==> config.mk <==
export PLATFORM = sky130hd
export DESIGN_NAME = two_wire_led_key_driver_master
export DESIGN_NICKNAME = d
export VERILOG_FILES = /design/src/rtl/twlkd_pkg.sv /design/src/rtl/twlkd_core.sv /design/src/rtl/two_wire_led_key_driver_master.sv
export SDC_FILE = /design/constraint.sdc
export NUM_CORES = 1
export LEC_CHECK = 0
export ABC_AREA = 1
export CORE_MARGIN = 3
export CORE_UTILIZATION = 57
export CTS_BUF_LIST = sky130_fd_sc_hd__clkbuf_4 sky130_fd_sc_hd__clkbuf_8
export DETAILED_ROUTE_END_ITERATION = 8
export DONT_BUFFER_PORTS = 1
export PLACE_DENSITY = 0.81
export SETUP_SLACK_MARGIN = 0.05
export SYNTH_ARGS = -nofsm -noshare
export SYNTH_HDL_FRONTEND = slang
export SYNTH_HIERARCHICAL = 1
export SYNTH_SLANG_ARGS = --single-unit
==> constraint.sdc <==
create_clock -name clk -period 6.2 [get_ports clk]
set_input_delay 0.62 -clock clk [delete_from_list [all_inputs] [get_ports clk]]
set_output_delay 0.62 -clock clk [all_outputs]
set_load 0.1 [all_outputs]
==> src/rtl/twlkd_pkg.sv <==
// Types, codes and decode functions of the two-wire LED and key driver master.
`timescale 1ns / 1ps
package twlkd_pkg;

	localparam logic [1:0] OP_TICK       = 2'd0;
	localparam logic [1:0] OP_DISPLAY    = 2'd1;
	localparam logic [1:0] OP_BRIGHTNESS = 2'd2;
	localparam logic [1:0] OP_READ_KEYS  = 2'd3;

	localparam logic [2:0] SEG_START = 3'd0;
	localparam logic [2:0] SEG_W44   = 3'd1;
	localparam logic [2:0] SEG_WADDR = 3'd2;
	localparam logic [2:0] SEG_WDATA = 3'd3;
	localparam logic [2:0] SEG_ACK   = 3'd4;
	localparam logic [2:0] SEG_READ  = 3'd5;
	localparam logic [2:0] SEG_STOP  = 3'd6;
	localparam logic [2:0] SEG_END   = 3'd7;

	localparam logic [7:0] CMD_AUTO_WRITE = 8'h44;
	localparam logic [7:0] CMD_READ_KEYS  = 8'h42;
	localparam logic [7:0] CMD_ADDR_BASE  = 8'hC0;
	localparam logic [7:0] CMD_DISP_ON    = 8'h88;
	localparam logic [7:0] CMD_DISP_OFF   = 8'h80;

	localparam logic [7:0] KEY_NONE_RAW = 8'hFF;
	localparam logic [7:0] KEY1_RAW     = 8'hF7;
	localparam logic [7:0] KEY2_RAW     = 8'hF6;
	localparam logic [7:0] KEY3_RAW     = 8'hF5;
	localparam logic [7:0] KEY4_RAW     = 8'hF4;
	localparam logic [7:0] KEY5_RAW     = 8'hF3;

	localparam logic [2:0] KEY_NONE    = 3'd0;
	localparam logic [2:0] KEY_UNKNOWN = 3'd6;

	typedef struct packed {
		logic       data_line_in;
		logic [3:0] brightness_level;
		logic [7:0] segment_pattern;
		logic [2:0] digit_position;
		logic [1:0] operation;
	} item_t;

	typedef struct packed {
		logic [2:0] key_code;
		logic       key_ready;
		logic       command_taken;
		logic       busy_res;
		logic       data_line_out;
		logic       clock_line;
	} result_t;

	typedef struct packed {
		logic [2:0] seg;
		logic [4:0] off;
		logic       last;
	} phase_t;

	function automatic logic [2:0] decode_key(input logic [7:0] v);
		logic [2:0] k;
		unique case (v)
			KEY_NONE_RAW: k = KEY_NONE;
			KEY1_RAW:     k = 3'd1;
			KEY2_RAW:     k = 3'd2;
			KEY3_RAW:     k = 3'd3;
			KEY4_RAW:     k = 3'd4;
			KEY5_RAW:     k = 3'd5;
			default:      k = KEY_UNKNOWN;
		endcase
		return k;
	endfunction

	function automatic phase_t phase_decode(input logic [1:0] kind, input logic [6:0] p);
		phase_t r;
		logic [6:0] base;
		r.seg = SEG_END;
		r.last = 1'b0;
		base = 7'd0;
		unique case (kind)
			OP_DISPLAY: begin
				if (p < 7'd3) begin
					r.seg = SEG_START; base = 7'd0;
				end else if (p < 7'd19) begin
					r.seg = SEG_W44; base = 7'd3;
				end else if (p < 7'd21) begin
					r.seg = SEG_ACK; base = 7'd19;
				end else if (p < 7'd24) begin
					r.seg = SEG_STOP; base = 7'd21;
				end else if (p < 7'd27) begin
					r.seg = SEG_START; base = 7'd24;
				end else if (p < 7'd43) begin
					r.seg = SEG_WADDR; base = 7'd27;
				end else if (p < 7'd45) begin
					r.seg = SEG_ACK; base = 7'd43;
				end else if (p < 7'd61) begin
					r.seg = SEG_WDATA; base = 7'd45;
				end else if (p < 7'd63) begin
					r.seg = SEG_ACK; base = 7'd61;
				end else begin
					r.seg = SEG_STOP; base = 7'd63;
				end
				r.last = (p >= 7'd65);
			end
			OP_BRIGHTNESS: begin
				if (p < 7'd3) begin
					r.seg = SEG_START; base = 7'd0;
				end else if (p < 7'd19) begin
					r.seg = SEG_WADDR; base = 7'd3;
				end else if (p < 7'd21) begin
					r.seg = SEG_ACK; base = 7'd19;
				end else begin
					r.seg = SEG_STOP; base = 7'd21;
				end
				r.last = (p >= 7'd23);
			end
			OP_READ_KEYS: begin
				if (p < 7'd3) begin
					r.seg = SEG_START; base = 7'd0;
				end else if (p < 7'd19) begin
					r.seg = SEG_WADDR; base = 7'd3;
				end else if (p < 7'd21) begin
					r.seg = SEG_ACK; base = 7'd19;
				end else if (p < 7'd37) begin
					r.seg = SEG_READ; base = 7'd21;
				end else if (p < 7'd39) begin
					r.seg = SEG_ACK; base = 7'd37;
				end else begin
					r.seg = SEG_STOP; base = 7'd39;
				end
				r.last = (p >= 7'd41);
			end
			default: begin
				r.seg = SEG_END;
				r.last = 1'b1;
			end
		endcase
		r.off = 5'(p - base);
		return r;
	endfunction

endpackage

==> src/rtl/twlkd_core.sv <==
// Transaction state and pin sequencer; advances one item when enabled.
`timescale 1ns / 1ps
module twlkd_core import twlkd_pkg::*; (
	input  logic    clk,
	input  logic    arst_n,
	input  logic    en,
	input  item_t   item,
	output result_t res
);

	logic       clock_q, data_q;
	logic [6:0] step_q;
	logic [1:0] kind_q;
	logic [7:0] addr_q, dbyte_q, shift_q;
	logic [2:0] key_q;

	logic       clock_d, data_d;
	logic [6:0] step_d;
	logic [1:0] kind_d;
	logic [7:0] addr_d, dbyte_d, shift_d;
	logic [2:0] key_d;
	logic       taken, ready;
	phase_t     ph;
	logic [7:0] tx_byte;
	logic [3:0] lvl;

	always_comb begin
		ph = phase_decode(kind_q, 7'(step_q - 7'd1));
		lvl = (item.brightness_level > 4'd8) ? 4'd8 : item.brightness_level;
		clock_d = clock_q;
		data_d  = data_q;
		step_d  = step_q;
		kind_d  = kind_q;
		addr_d  = addr_q;
		dbyte_d = dbyte_q;
		shift_d = shift_q;
		key_d   = key_q;
		taken   = 1'b0;
		ready   = 1'b0;
		case (ph.seg)
			SEG_W44: tx_byte = CMD_AUTO_WRITE;
			SEG_WADDR: tx_byte = addr_q;
			default: tx_byte = dbyte_q;
		endcase
		if (item.operation == OP_TICK) begin
			if (step_q != 7'd0) begin
				case (ph.seg)
					SEG_START: begin
						clock_d = (ph.off < 5'd2);
						data_d  = (ph.off == 5'd0);
					end
					SEG_STOP: begin
						clock_d = (ph.off != 5'd0);
						data_d  = (ph.off == 5'd2);
					end
					SEG_ACK: begin
						clock_d = ph.off[0];
						data_d  = 1'b1;
					end
					SEG_READ: begin
						clock_d = ph.off[0];
						data_d  = 1'b1;
						if (ph.off[0])
							shift_d = {item.data_line_in, shift_q[7:1]};
					end
					SEG_W44, SEG_WADDR, SEG_WDATA: begin
						clock_d = ph.off[0];
						data_d  = tx_byte[ph.off[3:1]];
					end
					default: ;
				endcase
				if (ph.last) begin
					step_d = 7'd0;
					if (kind_q == OP_READ_KEYS) begin
						key_d = decode_key(shift_q);
						ready = 1'b1;
					end
				end else begin
					step_d = 7'(step_q + 7'd1);
				end
			end
		end else if (step_q == 7'd0) begin
			unique case (item.operation)
				OP_DISPLAY: begin
					if (item.digit_position >= 3'd1 && item.digit_position <= 3'd6) begin
						addr_d  = CMD_ADDR_BASE | {5'd0, 3'(item.digit_position - 3'd1)};
						dbyte_d = item.segment_pattern;
						taken   = 1'b1;
					end
				end
				OP_BRIGHTNESS: begin
					addr_d = (lvl == 4'd0) ? CMD_DISP_OFF
						: (CMD_DISP_ON | {5'd0, 3'(lvl - 4'd1)});
					taken  = 1'b1;
				end
				default: begin
					addr_d  = CMD_READ_KEYS;
					shift_d = 8'd0;
					taken   = 1'b1;
				end
			endcase
			if (taken) begin
				kind_d = item.operation;
				step_d = 7'd1;
			end
		end
		res.clock_line    = clock_d;
		res.data_line_out = data_d;
		res.busy_res      = (step_d != 7'd0);
		res.command_taken = taken;
		res.key_ready     = ready;
		res.key_code      = key_d;
	end

	always_ff @(posedge clk or negedge arst_n) begin
		if (!arst_n) begin
			clock_q <= 1'b1;
			data_q  <= 1'b1;
			step_q  <= 7'd0;
			kind_q  <= OP_TICK;
			addr_q  <= 8'd0;
			dbyte_q <= 8'd0;
			shift_q <= 8'd0;
			key_q   <= KEY_NONE;
		end else if (en) begin
			clock_q <= clock_d;
			data_q  <= data_d;
			step_q  <= step_d;
			kind_q  <= kind_d;
			addr_q  <= addr_d;
			dbyte_q <= dbyte_d;
			shift_q <= shift_d;
			key_q   <= key_d;
		end
	end

endmodule

==> src/rtl/two_wire_led_key_driver_master.sv <==
// Top level of the two-wire LED and key driver master.
//
// Input stream: each transaction is either a bus tick (tuser = 0) or a command
// (tuser = 1 display digit, 2 set brightness, 3 read keys). A command is taken
// only while no bus sequence runs; each tick then drives one pin phase:
// start, LSB-first bytes with an acknowledge clock, stop.
// Output stream: exactly one result transaction per input transaction, with
// the pin levels, busy, command_taken, key_ready and the last key code.
// An accepted input reaches result valid through the input register, then the
// result register. Throughput: one transaction per cycle unless the result
// receiver stalls; the phase decode and state update between them are combinational.
// Reset: pins idle high, no sequence running, key code 0, both registers empty.
// Stall: when the result receiver holds tready low, the result register holds
// its transaction and the input register keeps one more; further input is
// then refused until the output drains.
`timescale 1ns / 1ps
module two_wire_led_key_driver_master import twlkd_pkg::*; (
	input  logic        clk,
	input  logic        arst_n,
	input  logic        s_axis_tvalid,
	output logic        s_axis_tready,
	input  logic [15:0] s_axis_tdata, // digit_position, segment_pattern, brightness_level, data_line_in
	input  logic [1:0]  s_axis_tuser, // operation
	output logic        m_axis_tvalid,
	input  logic        m_axis_tready,
	output logic [7:0]  m_axis_tdata  // clock_line, data_line_out, busy_res, command_taken, key_ready, key_code
);

	logic    valid_s1;
	item_t   item_s1;
	logic    out_valid_q;
	result_t res_q;
	result_t core_res;
	logic    advance;

	assign advance       = valid_s1 && (!out_valid_q || m_axis_tready);
	assign s_axis_tready = !valid_s1 || advance;

	always_ff @(posedge clk or negedge arst_n) begin
		if (!arst_n) begin
			valid_s1 <= 1'b0;
		end else if (s_axis_tvalid && s_axis_tready) begin
			valid_s1 <= 1'b1;
		end else if (advance) begin
			valid_s1 <= 1'b0;
		end
	end

	always_ff @(posedge clk) begin
		if (s_axis_tvalid && s_axis_tready) begin
			item_s1.operation        <= s_axis_tuser;
			item_s1.digit_position   <= s_axis_tdata[2:0];
			item_s1.segment_pattern  <= s_axis_tdata[10:3];
			item_s1.brightness_level <= s_axis_tdata[14:11];
			item_s1.data_line_in     <= s_axis_tdata[15];
		end
	end

	twlkd_core u_core (
		.clk    (clk),
		.arst_n (arst_n),
		.en     (advance),
		.item   (item_s1),
		.res    (core_res)
	);

	always_ff @(posedge clk or negedge arst_n) begin
		if (!arst_n) begin
			out_valid_q <= 1'b0;
		end else if (advance) begin
			out_valid_q <= 1'b1;
		end else if (m_axis_tready) begin
			out_valid_q <= 1'b0;
		end
	end

	always_ff @(posedge clk) begin
		if (advance)
			res_q <= core_res;
	end

	assign m_axis_tvalid = out_valid_q;
	assign m_axis_tdata  = res_q;

endmodule

==> results of run 1 <==
-- state kept, by name (all words and copies together) (netlist names) --
name and count:
u_core/shift_q 8, valid_s1 1, u_core/clock_q 1, u_core/dbyte_q 8
u_core/step_q 7, item_s1 18, m_axis_tvalid 1, u_core/addr_q 6
u_core/kind_q 2, u_core/data_q 1, u_core/key_q 3, m_axis_tdata 8
-- cell usage after synthesis (all sizes together) (3+ instances only) --
master	number	area, um^2
nand2	117	487
inv	69	262
nand3	46	268
o21ai	41	220
nor2	40	216
dfrtp	36	901
edfxtp	26	781
a21oi	16	95.1
ha	15	188
nand4	11	68.8
buf	8	56.3
mux2	8	90.1
clkbuf	6	22.5
nor3	6	30.0
o22ai	5	31.3
xnor2	4	35.0
a21boi	3	22.5
a31oi	3	18.8
nor4	3	18.8
xor2	3	26.3
-- stage by stage --
| stage | hold WS (ns) | total power [mW] | area, um^2 |
|---|---|---|---|
| 6_report | 0.104 | 2.53 | 4310 |
| 5_1_grt | 0.0930 | 2.73 | 4310 |
| 4_1_cts | 0.101 | 2.52 | 4310 |
| 3_5_place_dp | 0.326 | 2.13 | 4090 |
| 3_3_place_gp | 0.326 | 2.09 | 4090 |
| 2_1_floorplan | 0.324 | 1.89 | 4040 |
-- layer usage --
metal,part of all wire,vias up
met4,0.035,0
met2,0.49,131
met3,0.048,30
met1,0.43,1500
li1,-,1607
met5,0,-
-- layout make-up --
class | instances | area, um^2 | area share
repair buffers | 1 | 20.0 | 0.00465
well taps | 96 | 120 | 0.0279
flip-flops and latches | 64 | 1730 | 0.402
inverters | 69 | 262 | 0.0607
clock buffers | 10 | 138 | 0.0319
multi-input cells | 337 | 1970 | 0.458
clock inverters | 6 | 63.8 | 0.0148
-- how the worst min path moves through the flow --
stage | start | endpoint | slack [ns]
2_1_floorplan | arst_n | m_axis_tvalid$_DFFE_PN0P_ | 0.32
4_1_cts | arst_n | u_core/step_q[4]$_DFFE_PN0P_ | 0.10
3_3_place_gp | arst_n | u_core/step_q[6]$_DFFE_PN0P_ | 0.33
6_report | arst_n | u_core/step_q[6]$_DFFE_PN0P_ | 0.10
3_5_place_dp | arst_n | u_core/kind_q[1]$_DFFE_PN0P_ | 0.33
5_1_grt | arst_n | u_core/clock_q$_DFFE_PN1P_ | 0.09
-- logic make-up (layout without fill, tap and decap cells) --
family,after synthesis,count (layout),share of synthesized area
AOI/OAI and AO/OA,78,78,0.120
xor gates and xnor gates,7,7,0.0152
adders and majority gates,16,16,0.0514
buffers and inverters,83,86,0.0842
DFF,64,64,0.429
muxes,8,8,0.0223
and+or+nand+nor,228,228,0.278
-- report_power, final --
part           internal [mW]  switching (mW)
clock                  0.198           0.167
sequential             0.546           0.155
combinational          0.501           0.958
total                   1.25            1.28
-- worst register-to-register path, delay by kind of cell (launching register included) --
kind	cells	cell delay, ns
buffers and inverters	1	0.16
AND/OR/NAND/NOR	10	1.19
adder cells (fa/ha/maj)	3	1.00
AO/OA/AOI/OAI	6	1.30
flip-flops	1	0.53
XOR/XNOR	2	0.32
==> results.md, run 1 <==
* Post-route insts no fill at just under 600
* Static Leak at between 1.5 and 2 nW
* GR Util met2 at 0.351
* Maximum VDD drop at 0.402 mV
* Crit path from: u_core/step_q[0]$_DFFE_PN0P_
* Num Clock Sinks at 64
* Hold Crit Class: in2async
* RSZ-0062 raised after global routing: no
* ANT nets after route at 0
* Latest clock arrival within the worst-skew pair at 0.34 ns
* Clock buffer depth at 2
* Syn_nets at 522
* First-pass GRT wire length at 13.8 mm
* Status: finished clean
* Overall Global Routing Usage at 0.211
* Achievable Freq at approximately 0.21 GHz
* Slew margin rel. at 0.295
* Highest net fanout along the worst path at 10
* Synthesized cell area at 4040 um^2
* Synth Flop Type: dfrtp_1
* Port bufs at 0
* Ratio of cells with drive above 1 in the final layout at 0.146
* Initial antenna violation count at 0
* Register area share after synthesis at 0.429
* Core Region at 6830 um^2
* Worst path required time at 6.29 ns
* Clk slew on worst S/H paths at 0.08 ns
* Post-synth EDFFs at 26
* Largest net degree at the start of global routing at 37
* Area Overhead vs Synth at 6.59%
* Fin util at 0.631
* First-pass detailed-route iteration total at 5
* Die H at 90.2 um
* CP Capture Type: register
* Global route overflow at 0
* IO Count at 32
* Reg2reg end: m_axis_tdata[0]$_DFFE_PP_
* Worst r2r src: u_core/step_q[0]$_DFFE_PN0P_
* Setup ws final at 1.47 ns
* Post-route DRC at 0
* Die Width at approximately 90 um
* Max_cap viols at 0
* Worst path max stage delay at between 0.5 and 0.6 ns
* R2r worst-path depth at 22
* Cell count after placement at 566
* Met3 usage at 0.0393
* Clock root cell: clkbuf_8
* Mean Syn Cell Area at ~8.4 um^2
* DRT iter0 DRCs at 286
* Rows at 30
* Busiest metal layer after global routing: met2
* FILL cells at 570
* Cts repair resizes at 0
* Tmin final at 4.73 ns
* Vias per std cell at 5.61
* Full die area at 8140 um^2
* Most common cell after layout, fill and taps aside: nand2_1
* Pre-CTS WS at 1.56 ns
* Ys async rst share at 0.594
* Nets at 520
* Mapped Cells at 484
* Via Count at roughly 3,300
* Endpoints failing hold at 0
* Critical path cell sequence: inv_2, ha_1, o21ai_0, nand2_2, nand2_4, nand2_1, nand2_1, nand2_1, nor2_2, nand2_4, o21ai_2, o21ai_0, or2_2, ha_1, fa_1, o21ai_0, xnor2_1, xnor2_1, nand2_1, o21ai_0, nand4_1, o21a_1
* Top delay family on crit path: compound AO/OA/AOI/OAI gates
* Starting density of the core at 0.592
* Slowest CP cell: dfrtp_1
* Post-CTS Setup Inserts at 0
* Drt total wl at 8.22 mm
* R2r setup slk at 1.47 ns
* Yosys cell types at 51
* M1 GR Usage at 0.253
* Final worst path period share at 0.762
* CTS tree: built
* Slew Viols, Final at 0
* Crit path buffers/inverters at 1
* Pwr Density at ~590 nW/um^2
* Crit. path cell count at 22
* Antenna cells at 0
* Htree depth at 3
* Crit Path Category: reg2reg
* Post-Route Skew at 0.0117 ns
* Synth Register Bits at 64
* Leading cell types in the layout, fill and taps excluded: nand2_1 (106), inv_1 (61), nand3_1 (40), o21ai_0 (38), dfrtp_1 (36)
* Setup Viol. Count Final at 0
* Setup TNS at 0 ns
* Critical Path AT at 4.82 ns
* Least-Margin Pin Slew at 1.06 ns
* Critical Path Source Type: register
* CTS buffer count at 9
* Ys Warns at 6
* Placer Congestion at 0.925
* Post-CTS Hold Fix Bufs at 1
* DP HPWL at 6.09 mm
* Crit path capture: m_axis_tdata[0]$_DFFE_PP_
* Vias in the first global route at 3,099
* Wire per inst at 14.1 um
Power figures use the tool's default switching activity.
==> run 2: changes to the inputs <==
==> constraint.sdc (replaced) <==
create_clock -name clk -period 4.8 [get_ports clk]
set_input_delay 0.48 -clock clk [delete_from_list [all_inputs] [get_ports clk]]
set_output_delay 0.48 -clock clk [all_outputs]
set_load 0.1 [all_outputs]
==> run 2 against run 1 <==
  * Sequential share of layout area down 0.47 points
  * Global-route usage grew 0.69 points
  * Worst hold slack better by 0.12 ns
  * Wire length rose by 5.3%
  * Count of clock-buffer cells in the layout stayed put
  * Core utilization rose by 0.84 points
  * First-iteration DRC count is 0.70% higher
  * Register-to-register slack lost 1.0 ns
  * Critical path depth increased by 4
  * Cell count grew 0.69%
  * Sequential cell count is the same
  * Sequential power grew 29%
==> results.md, run 2 (synthesis gave the netlist of run 1 again) <==
* Highest net fanout along the worst path at 10 (unchanged)
* Achievable Freq at 0.231 GHz (+9.1%)
* Die Width at 90.2 um (unchanged)
* Cell count after placement at 569 (+0.53%)
* Wire per inst at 14.7 um (+4.6%)
* First-pass detailed-route iteration total at 5 (unchanged)
* Most common cell after layout, fill and taps aside: nand2_1
* Initial antenna violation count at 0 (unchanged)
* CTS buffer count at 9 (unchanged)
* Vias per std cell at 5.57 (-0.59%)
* Largest net degree at the start of global routing at 39 (+5.4%)
* Endpoints failing hold at 0 (unchanged)
* WHS at 0.225 ns (+0.121 ns)
* Crit path capture: m_axis_tdata[1]$_DFFE_PP_
* Pre-CTS WS at 0.249 ns (-1.31 ns)
* IO Count at 32 (unchanged)
* Starting density of the core at 0.592 (unchanged)
* Static Leak at 1.95 nW (+1.1%)
* Via Count at 3,271 (+0.092%)
* Worst path max stage delay at 0.46 ns (-0.07 ns)
* Clk slew on worst S/H paths at 0.08 ns (about the same)
* Register name with the most flops: item_s1
* R2r worst-path depth at 26 (+18%)
* Critical Path Source Type: register
* DRT iter0 DRCs at 288 (+0.70%)
* Slowest CP cell: dfrtp_2
* Worst path required time at 4.89 ns (-1.40 ns)
* Max reg flops at 18 (unchanged)
* CTS tree: built
* Tmin final at 4.33 ns (-0.394 ns)
* Overall Global Routing Usage at 0.218 (+0.00692)
* Max_cap viols at 0 (unchanged)
* Global route overflow at 0 (unchanged)
* DP HPWL at 6.25 mm (+2.6%)
* Status: finished clean
* Crit Path Category: reg2reg
* Hold Crit Class: in2reg
* Placer Congestion at 0.921 (-0.46%)
* Crit path from: u_core/step_q[1]$_DFFE_PN0P_
* Least-Margin Pin Slew at 0.980 ns (-0.0784 ns)
* Die H at 90.2 um (unchanged)
* Post-route insts no fill at 587 (+0.69%)
* Area Overhead vs Synth at 8.02%
* Clock buffer depth at 2 (unchanged)
* Setup TNS at 0 ns (unchanged)
* Pwr Density at 764 nW/um^2 (+30%)
* Slew margin rel. at 0.347 (+0.0523)
* Num Clock Sinks at 64 (unchanged)
* Port bufs at 0 (unchanged)
* Maximum VDD drop at 0.634 mV (+58%)
* Post-route DRC at 0 (unchanged)
* Leading cell types in the layout, fill and taps excluded: nand2_1 (106), inv_1 (60), nand3_1 (40), o21ai_0 (35), dfrtp_1 (34)
* Antenna cells at 0 (unchanged)
* Full die area at 8140 um^2 (unchanged)
* Critical Path AT at 4.43 ns (-0.39 ns)
* Core Region at 6830 um^2 (unchanged)
* Clock root cell: clkbuf_8
* Slew Viols, Final at 0 (unchanged)
* Nets at 524 (+0.77%)
* Setup Viol. Count Final at 0 (unchanged)
* Vias in the first global route at 3,121 (+0.71%)
* Reg2reg end: m_axis_tdata[1]$_DFFE_PP_
* Rows at 30 (unchanged)
* Setup ws final at 0.468 ns (-1.01 ns)
* R2r setup slk at 0.47 ns (-1.01 ns)
* ANT nets after route at 0 (unchanged)
* First-pass GRT wire length at 14.2 mm (+3.1%)
* Post-Route Skew at 0.00721 ns (-0.00447 ns)
* Drt total wl at 8.65 mm (+5.3%)
* Htree depth at 3 (unchanged)
* Post-Layout Inst Area at 4370 um^2 (+1.3%)
* DP Area at 4110 um^2 (+0.55%)
* Ratio of cells with drive above 1 in the final layout at 0.163 (+0.0171)
* RSZ-0062 raised after global routing: no
* Latest clock arrival within the worst-skew pair at 0.34 ns (about the same)
* Final worst path period share at 0.902 (+0.140)
* CP Capture Type: register
* Worst r2r src: u_core/step_q[1]$_DFFE_PN0P_
run 2: changes by cell type in the layout (fill, tap and decap cells not counted), moves of 2 or more:
cell,before,now
o21ai_0,38,35
dfrtp_2,0,2
buf_4,0,3
dfrtp_1,36,34
ha_1,15,13
o21ai_1,1,4
run 2: area by class of cell:
cell class / instances / area (um^2)
fillers: 556 / 2460
multi-input cells: 337 / 1990
flip-flops and latches: 64 / 1740
inverters: 69 / 264
clock buffers: 10 / 138
well taps: 96 / 120
clock inverters: 6 / 65.1
repair buffers: 5 / 52.6
run 2: worst min-delay path by stage:
stage | start | end | slack [ns] | cells past startpoint
after floorplan | arst_n | m_axis_tvalid$_DFFE_PN0P_ | 0.18 | 0
after global placement | arst_n | u_core/kind_q[1]$_DFFE_PN0P_ | 0.19 | 0
after detailed placement | arst_n | u_core/kind_q[1]$_DFFE_PN0P_ | 0.19 | 0
after CTS | s_axis_tdata[12] | item_s1[14]$_DFFE_PP_ | 0.21 | 0
after global routing | s_axis_tdata[12] | item_s1[14]$_DFFE_PP_ | 0.21 | 0
final | s_axis_tdata[12] | item_s1[14]$_DFFE_PP_ | 0.23 | 0
run 2: metrics by stage:
step,utilization,power [mW]
2_1_floorplan,-,2.44
5_1_grt,0.639,3.59
6_report,0.639,3.33
3_3_place_gp,0.602,2.74
3_5_place_dp,0.602,2.79
4_1_cts,0.636,3.29
run 2: metal layers:
layer | vias to the layer above | GRT usage | routed length (um)
met2 | 110 | 0.386 | 4450
met5 | - | 0 | 0
met3 | 14 | 0.0477 | 361
met4 | 0 | 0.0855 | 188
li1 | 1615 | - | -
met1 | 1532 | 0.256 | 3650
run 2: power by group:
part	total, mW	internal, mW	switching (mW)
registers	0.906	0.706	0.200
logic	1.96	0.693	1.26
clock network	0.474	0.256	0.217
total	3.33	1.66	1.68
run 2: repair_timing:
action | in CTS | in global routing
endpoints found under the hold margin | 38 | 0
hold buffers | 2 | 0
buffers inserted | 0 | 0
setup endpoints to repair | 0 | 4
resized for setup | 0 | 11
run 2: worst max-delay path, delay by kind of cell (launching register included):
kind | cells | cell delay [ns]
adders and majority gates | 3 | 0.78
xor gates and xnor gates | 1 | 0.35
AOI/OAI and AO/OA | 4 | 0.46
buffers and inverters | 2 | 0.20
DFF | 1 | 0.46
and+or+nand+nor | 16 | 1.84
==> run 3: changes to the inputs <==
--- a/config.mk
+++ b/config.mk
@@ -5,7 +5,6 @@
 export SDC_FILE = /design/constraint.sdc
 export NUM_CORES = 1
 export LEC_CHECK = 0
-export ABC_AREA = 1
 export CORE_MARGIN = 3
 export CORE_UTILIZATION = 57
 export CTS_BUF_LIST = sky130_fd_sc_hd__clkbuf_4 sky130_fd_sc_hd__clkbuf_8
==> constraint.sdc (replaced) <==
create_clock -name clk -period 5.4 [get_ports clk]
set_input_delay 0.54 -clock clk [delete_from_list [all_inputs] [get_ports clk]]
set_output_delay 0.54 -clock clk [all_outputs]
set_load 0.1 [all_outputs]
==> run 3 against run 2 <==
  * Die area is 11% higher
  * Sequential share of layout area is 3.9 points lower
  * Cell area is 11% higher
  * Wire length is 19% higher
  * Setup slack better by 0.13 ns
  * Critical path depth is 6 lower
==> results.md, run 3 <==
* Vias in the first global route at 3,513 (+13%)
* Synth Register Bits at 64 (unchanged)
* Core Region at 7490 um^2 (+9.6%)
* Hold Crit Class: in2async
* Overall Global Routing Usage at 0.244 (+0.0266)
* Largest net degree at the start of global routing at 37 (-5.1%)
* Ys Warns at 6 (unchanged)
* Worst r2r src: u_core/step_q[1]$_DFFE_PN0P_
* Placer Congestion at 0.958 (+4.0%)
* Antenna cells at 0 (unchanged)
* Vias per std cell at 6.47 (+16%)
* Yosys cell types at 87 (+71%)
* Ratio of cells with drive above 1 in the final layout at 0.160 (-0.00252)
* Syn_nets at 521 (-0.19%)
* WHS at 0.0175 ns (-0.208 ns)
* Ys async rst share at 0.594 (unchanged)
* Post-Route Skew at 0.0154 ns (+0.00814 ns)
* Achievable Freq at 0.208 GHz (-9.7%)
* Slowest CP cell: fa_1
* R2r worst-path depth at 20 (-23%)
* Wire per inst at 17.8 um (+21%)
* Max reg flops at 18 (unchanged)
* Largest area contributor in the netlist: dfrtp_1
* Top layer in use: met4
* Reg2reg end: m_axis_tdata[1]$_DFFE_PP_
* Slew margin rel. at 0.249 (-0.0979)
* Max_cap viols at 0 (unchanged)
* CTS tree: built
* Rows at 31 (+3.3%)
* Via Count at 3,745 (+14%)
* CP Capture Type: register
* Num Clock Sinks at 64 (unchanged)
* Mean Syn Cell Area at 9.39 um^2 (+12%)
* Clk slew on worst S/H paths at 0.08 ns (about the same)
* DRT iter0 DRCs at 324 (+13%)
* Area Overhead vs Synth at 6.59%
* Most common cell in the netlist: nand2_1
* Clock root cell: clkbuf_8
* Slew Viols, Final at 0 (unchanged)
* Critical path cell sequence: inv_1, ha_2, o21ai_1, o32a_4, a21oi_2, or3_1, nand3_1, a21oi_1, o21ai_0, and2_1, o21ai_0, inv_1, fa_1, mux2_2, nand2_1, a311oi_1, a211oi_1, o2bb2ai_1, o211ai_1, a31oi_1
* Global route overflow at 0 (unchanged)
* CTS buffer count at 9 (unchanged)
* Post-route DRC at 0 (unchanged)
* Htree depth at 3 (unchanged)
* Least-Margin Pin Slew at 1.12 ns (+0.137 ns)
* Critical Path AT at 4.89 ns (+0.46 ns)
* Initial antenna violation count at 0 (unchanged)
* Tmin final at 4.80 ns (+0.468 ns)
* Port bufs at 0 (unchanged)
* RSZ-0062 raised after global routing: no
* ANT nets after route at 0 (unchanged)
* Leading cell types in the layout, fill and taps excluded: nand2_1 (46), o21ai_0 (40), dfrtp_1 (35), nor2_1 (30), inv_1 (29)
* Setup TNS at 0 ns (unchanged)
* Synth cell count leaders: nand2_1 (46), o21ai_0 (40), dfrtp_1 (36)
* IO Count at 32 (unchanged)
* Latest clock arrival within the worst-skew pair at 0.35 ns (about the same)
* Synthesized cell area at 4540 um^2 (+12%)
* Mapped Cells at 483 (-0.21%)
* Register area share after synthesis at 0.382 (-0.0467)
* DP HPWL at 7.46 mm (+19%)
* First-pass GRT wire length at 17.4 mm (+22%)
* Nets at 513 (-2.1%)
* Worst path max stage delay at 0.65 ns (+0.19 ns)
* Met3 wire len at 723 um (+100%)
* Setup Viol. Count Final at 0 (unchanged)
* Crit Path Category: reg2reg
* Ranking of synthesized cells by area: dfrtp_1 (20%), edfxtp_1 (17%), o21ai_0 (4.4%)
* Top-area cell type share of the netlist area at 0.199 (-0.0243)
* Drt total wl at 10.3 mm (+19%)
* Register name with the most flops: item_s1
* Worst path required time at 5.49 ns (+0.60 ns)
* First-pass detailed-route iteration total at 5 (unchanged)
* Status: finished clean
* Synth Flop Type: dfrtp_1
* Full die area at 9070 um^2 (+11%)
* Starting density of the core at 0.606 (+0.0143)
* Most common cell after layout, fill and taps aside: nand2_1
* WL met1 at 4.49 mm (+23%)
* R2r setup slk at 0.60 ns (+0.13 ns)
* Critical Path Source Type: register
* Die H at 95.2 um (+5.5%)
* Die Width at 95.2 um (+5.5%)
* Highest net fanout along the worst path at 15 (+5)
* Post-synth EDFFs at 26 (unchanged)
* Routed wl met2 at 4.82 mm (+8.3%)
* Endpoints failing hold at 0 (unchanged)
* Clock buffer depth at 2 (unchanged)
* Final worst path period share at 0.889 (-0.0137)
[run 3: changes by cell type after synthesis, sizes merged, moves of 7 or more]
| cell | change |
|---|---|
| nand2 | -71 |
| nand3 | -27 |
| inv | -40 |
| nor3 | +10 |
| nand2b | +10 |
| a21oi | +7 |
| mux2i | +7 |
| buf | +8 |
| nor2b | +7 |
| and2 | +7 |
| nor2 | -10 |
[run 3: timing repair]
action	in CTS	in global routing
setup endpoints to repair	0	3
gates resized for setup	0	3
hold buffers	1	0
hold endpoints to repair	36	0
buffers inserted	0	0
[run 3: cells by family (layout without fill, tap and decap cells)]
| group | Yosys count | after routing | share of synthesized area |
|---|---|---|---|
| simple gates | 172 | 172 | 0.204 |
| mux | 21 | 21 | 0.0502 |
| fa+ha+maj | 16 | 16 | 0.0458 |
| buf+inv | 56 | 53 | 0.0596 |
| flops | 64 | 64 | 0.382 |
| xor+xnor | 13 | 13 | 0.0268 |
| compound gates | 141 | 141 | 0.231 |
[run 3: how the worst max path moves through the flow]
stage | from | endpoint | slack, ns | cells past startpoint
6_report | u_core/step_q[1]$_DFFE_PN0P_ | m_axis_tdata[1]$_DFFE_PP_ | 0.60 | 20
5_1_grt | u_core/step_q[1]$_DFFE_PN0P_ | m_axis_tdata[1]$_DFFE_PP_ | 0.09 | 21
4_1_cts | u_core/step_q[1]$_DFFE_PN0P_ | m_axis_tdata[1]$_DFFE_PP_ | 0.37 | 20
3_5_place_dp | u_core/step_q[1]$_DFFE_PN0P_ | m_axis_tdata[1]$_DFFE_PP_ | 0.40 | 20
3_3_place_gp | u_core/step_q[1]$_DFFE_PN0P_ | m_axis_tdata[1]$_DFFE_PP_ | 0.58 | 20
2_1_floorplan | u_core/step_q[0]$_DFFE_PN0P_ | m_axis_tdata[1]$_DFFE_PP_ | 0.68 | 23
[run 3: layout make-up]
type / instances / area (um^2)
Clock buffer: 9 / 124
Clock inverter: 7 / 125
Fill cell: 610 / 2650
Inverter: 29 / 109
Multi-Input combinational cell: 363 / 2550
Sequential cell: 64 / 1740
Tap cell: 99 / 124
Timing Repair Buffer: 8 / 72.6
[run 3: worst max-delay path, delay by kind of cell, from the launching register on]
family / cells / cell delay [ns]
AOI/OAI and AO/OA: 11 / 1.92
adders and majority gates: 2 / 1.06
buffers and inverters: 2 / 0.21
DFF: 1 / 0.49
muxes: 1 / 0.36
and+or+nand+nor: 4 / 0.50
[run 3: per-stage QoR]
step                setup WS [ns]  cells  instance area, um^2  utilization
global placement            0.580    562                 4550        0.608
global route               0.0934    579                 4840        0.646
CTS                         0.371    579                 4820        0.644
detailed placement          0.400    562                 4550        0.608
finish                      0.601    579                 4840        0.646
floorplan                   0.681    483                 4540            -
[run 3: layer usage]
layer  track usage  vias to the layer above
met4        0.0889                        0
met3        0.0474                       23
met1         0.339                     1779
met2         0.381                      179
li1              -                     1764
met5             0                        -
Power of run 3 is not shown: default switching activity piles up to over one toggle a cycle in this logic, so the estimate is an artifact.
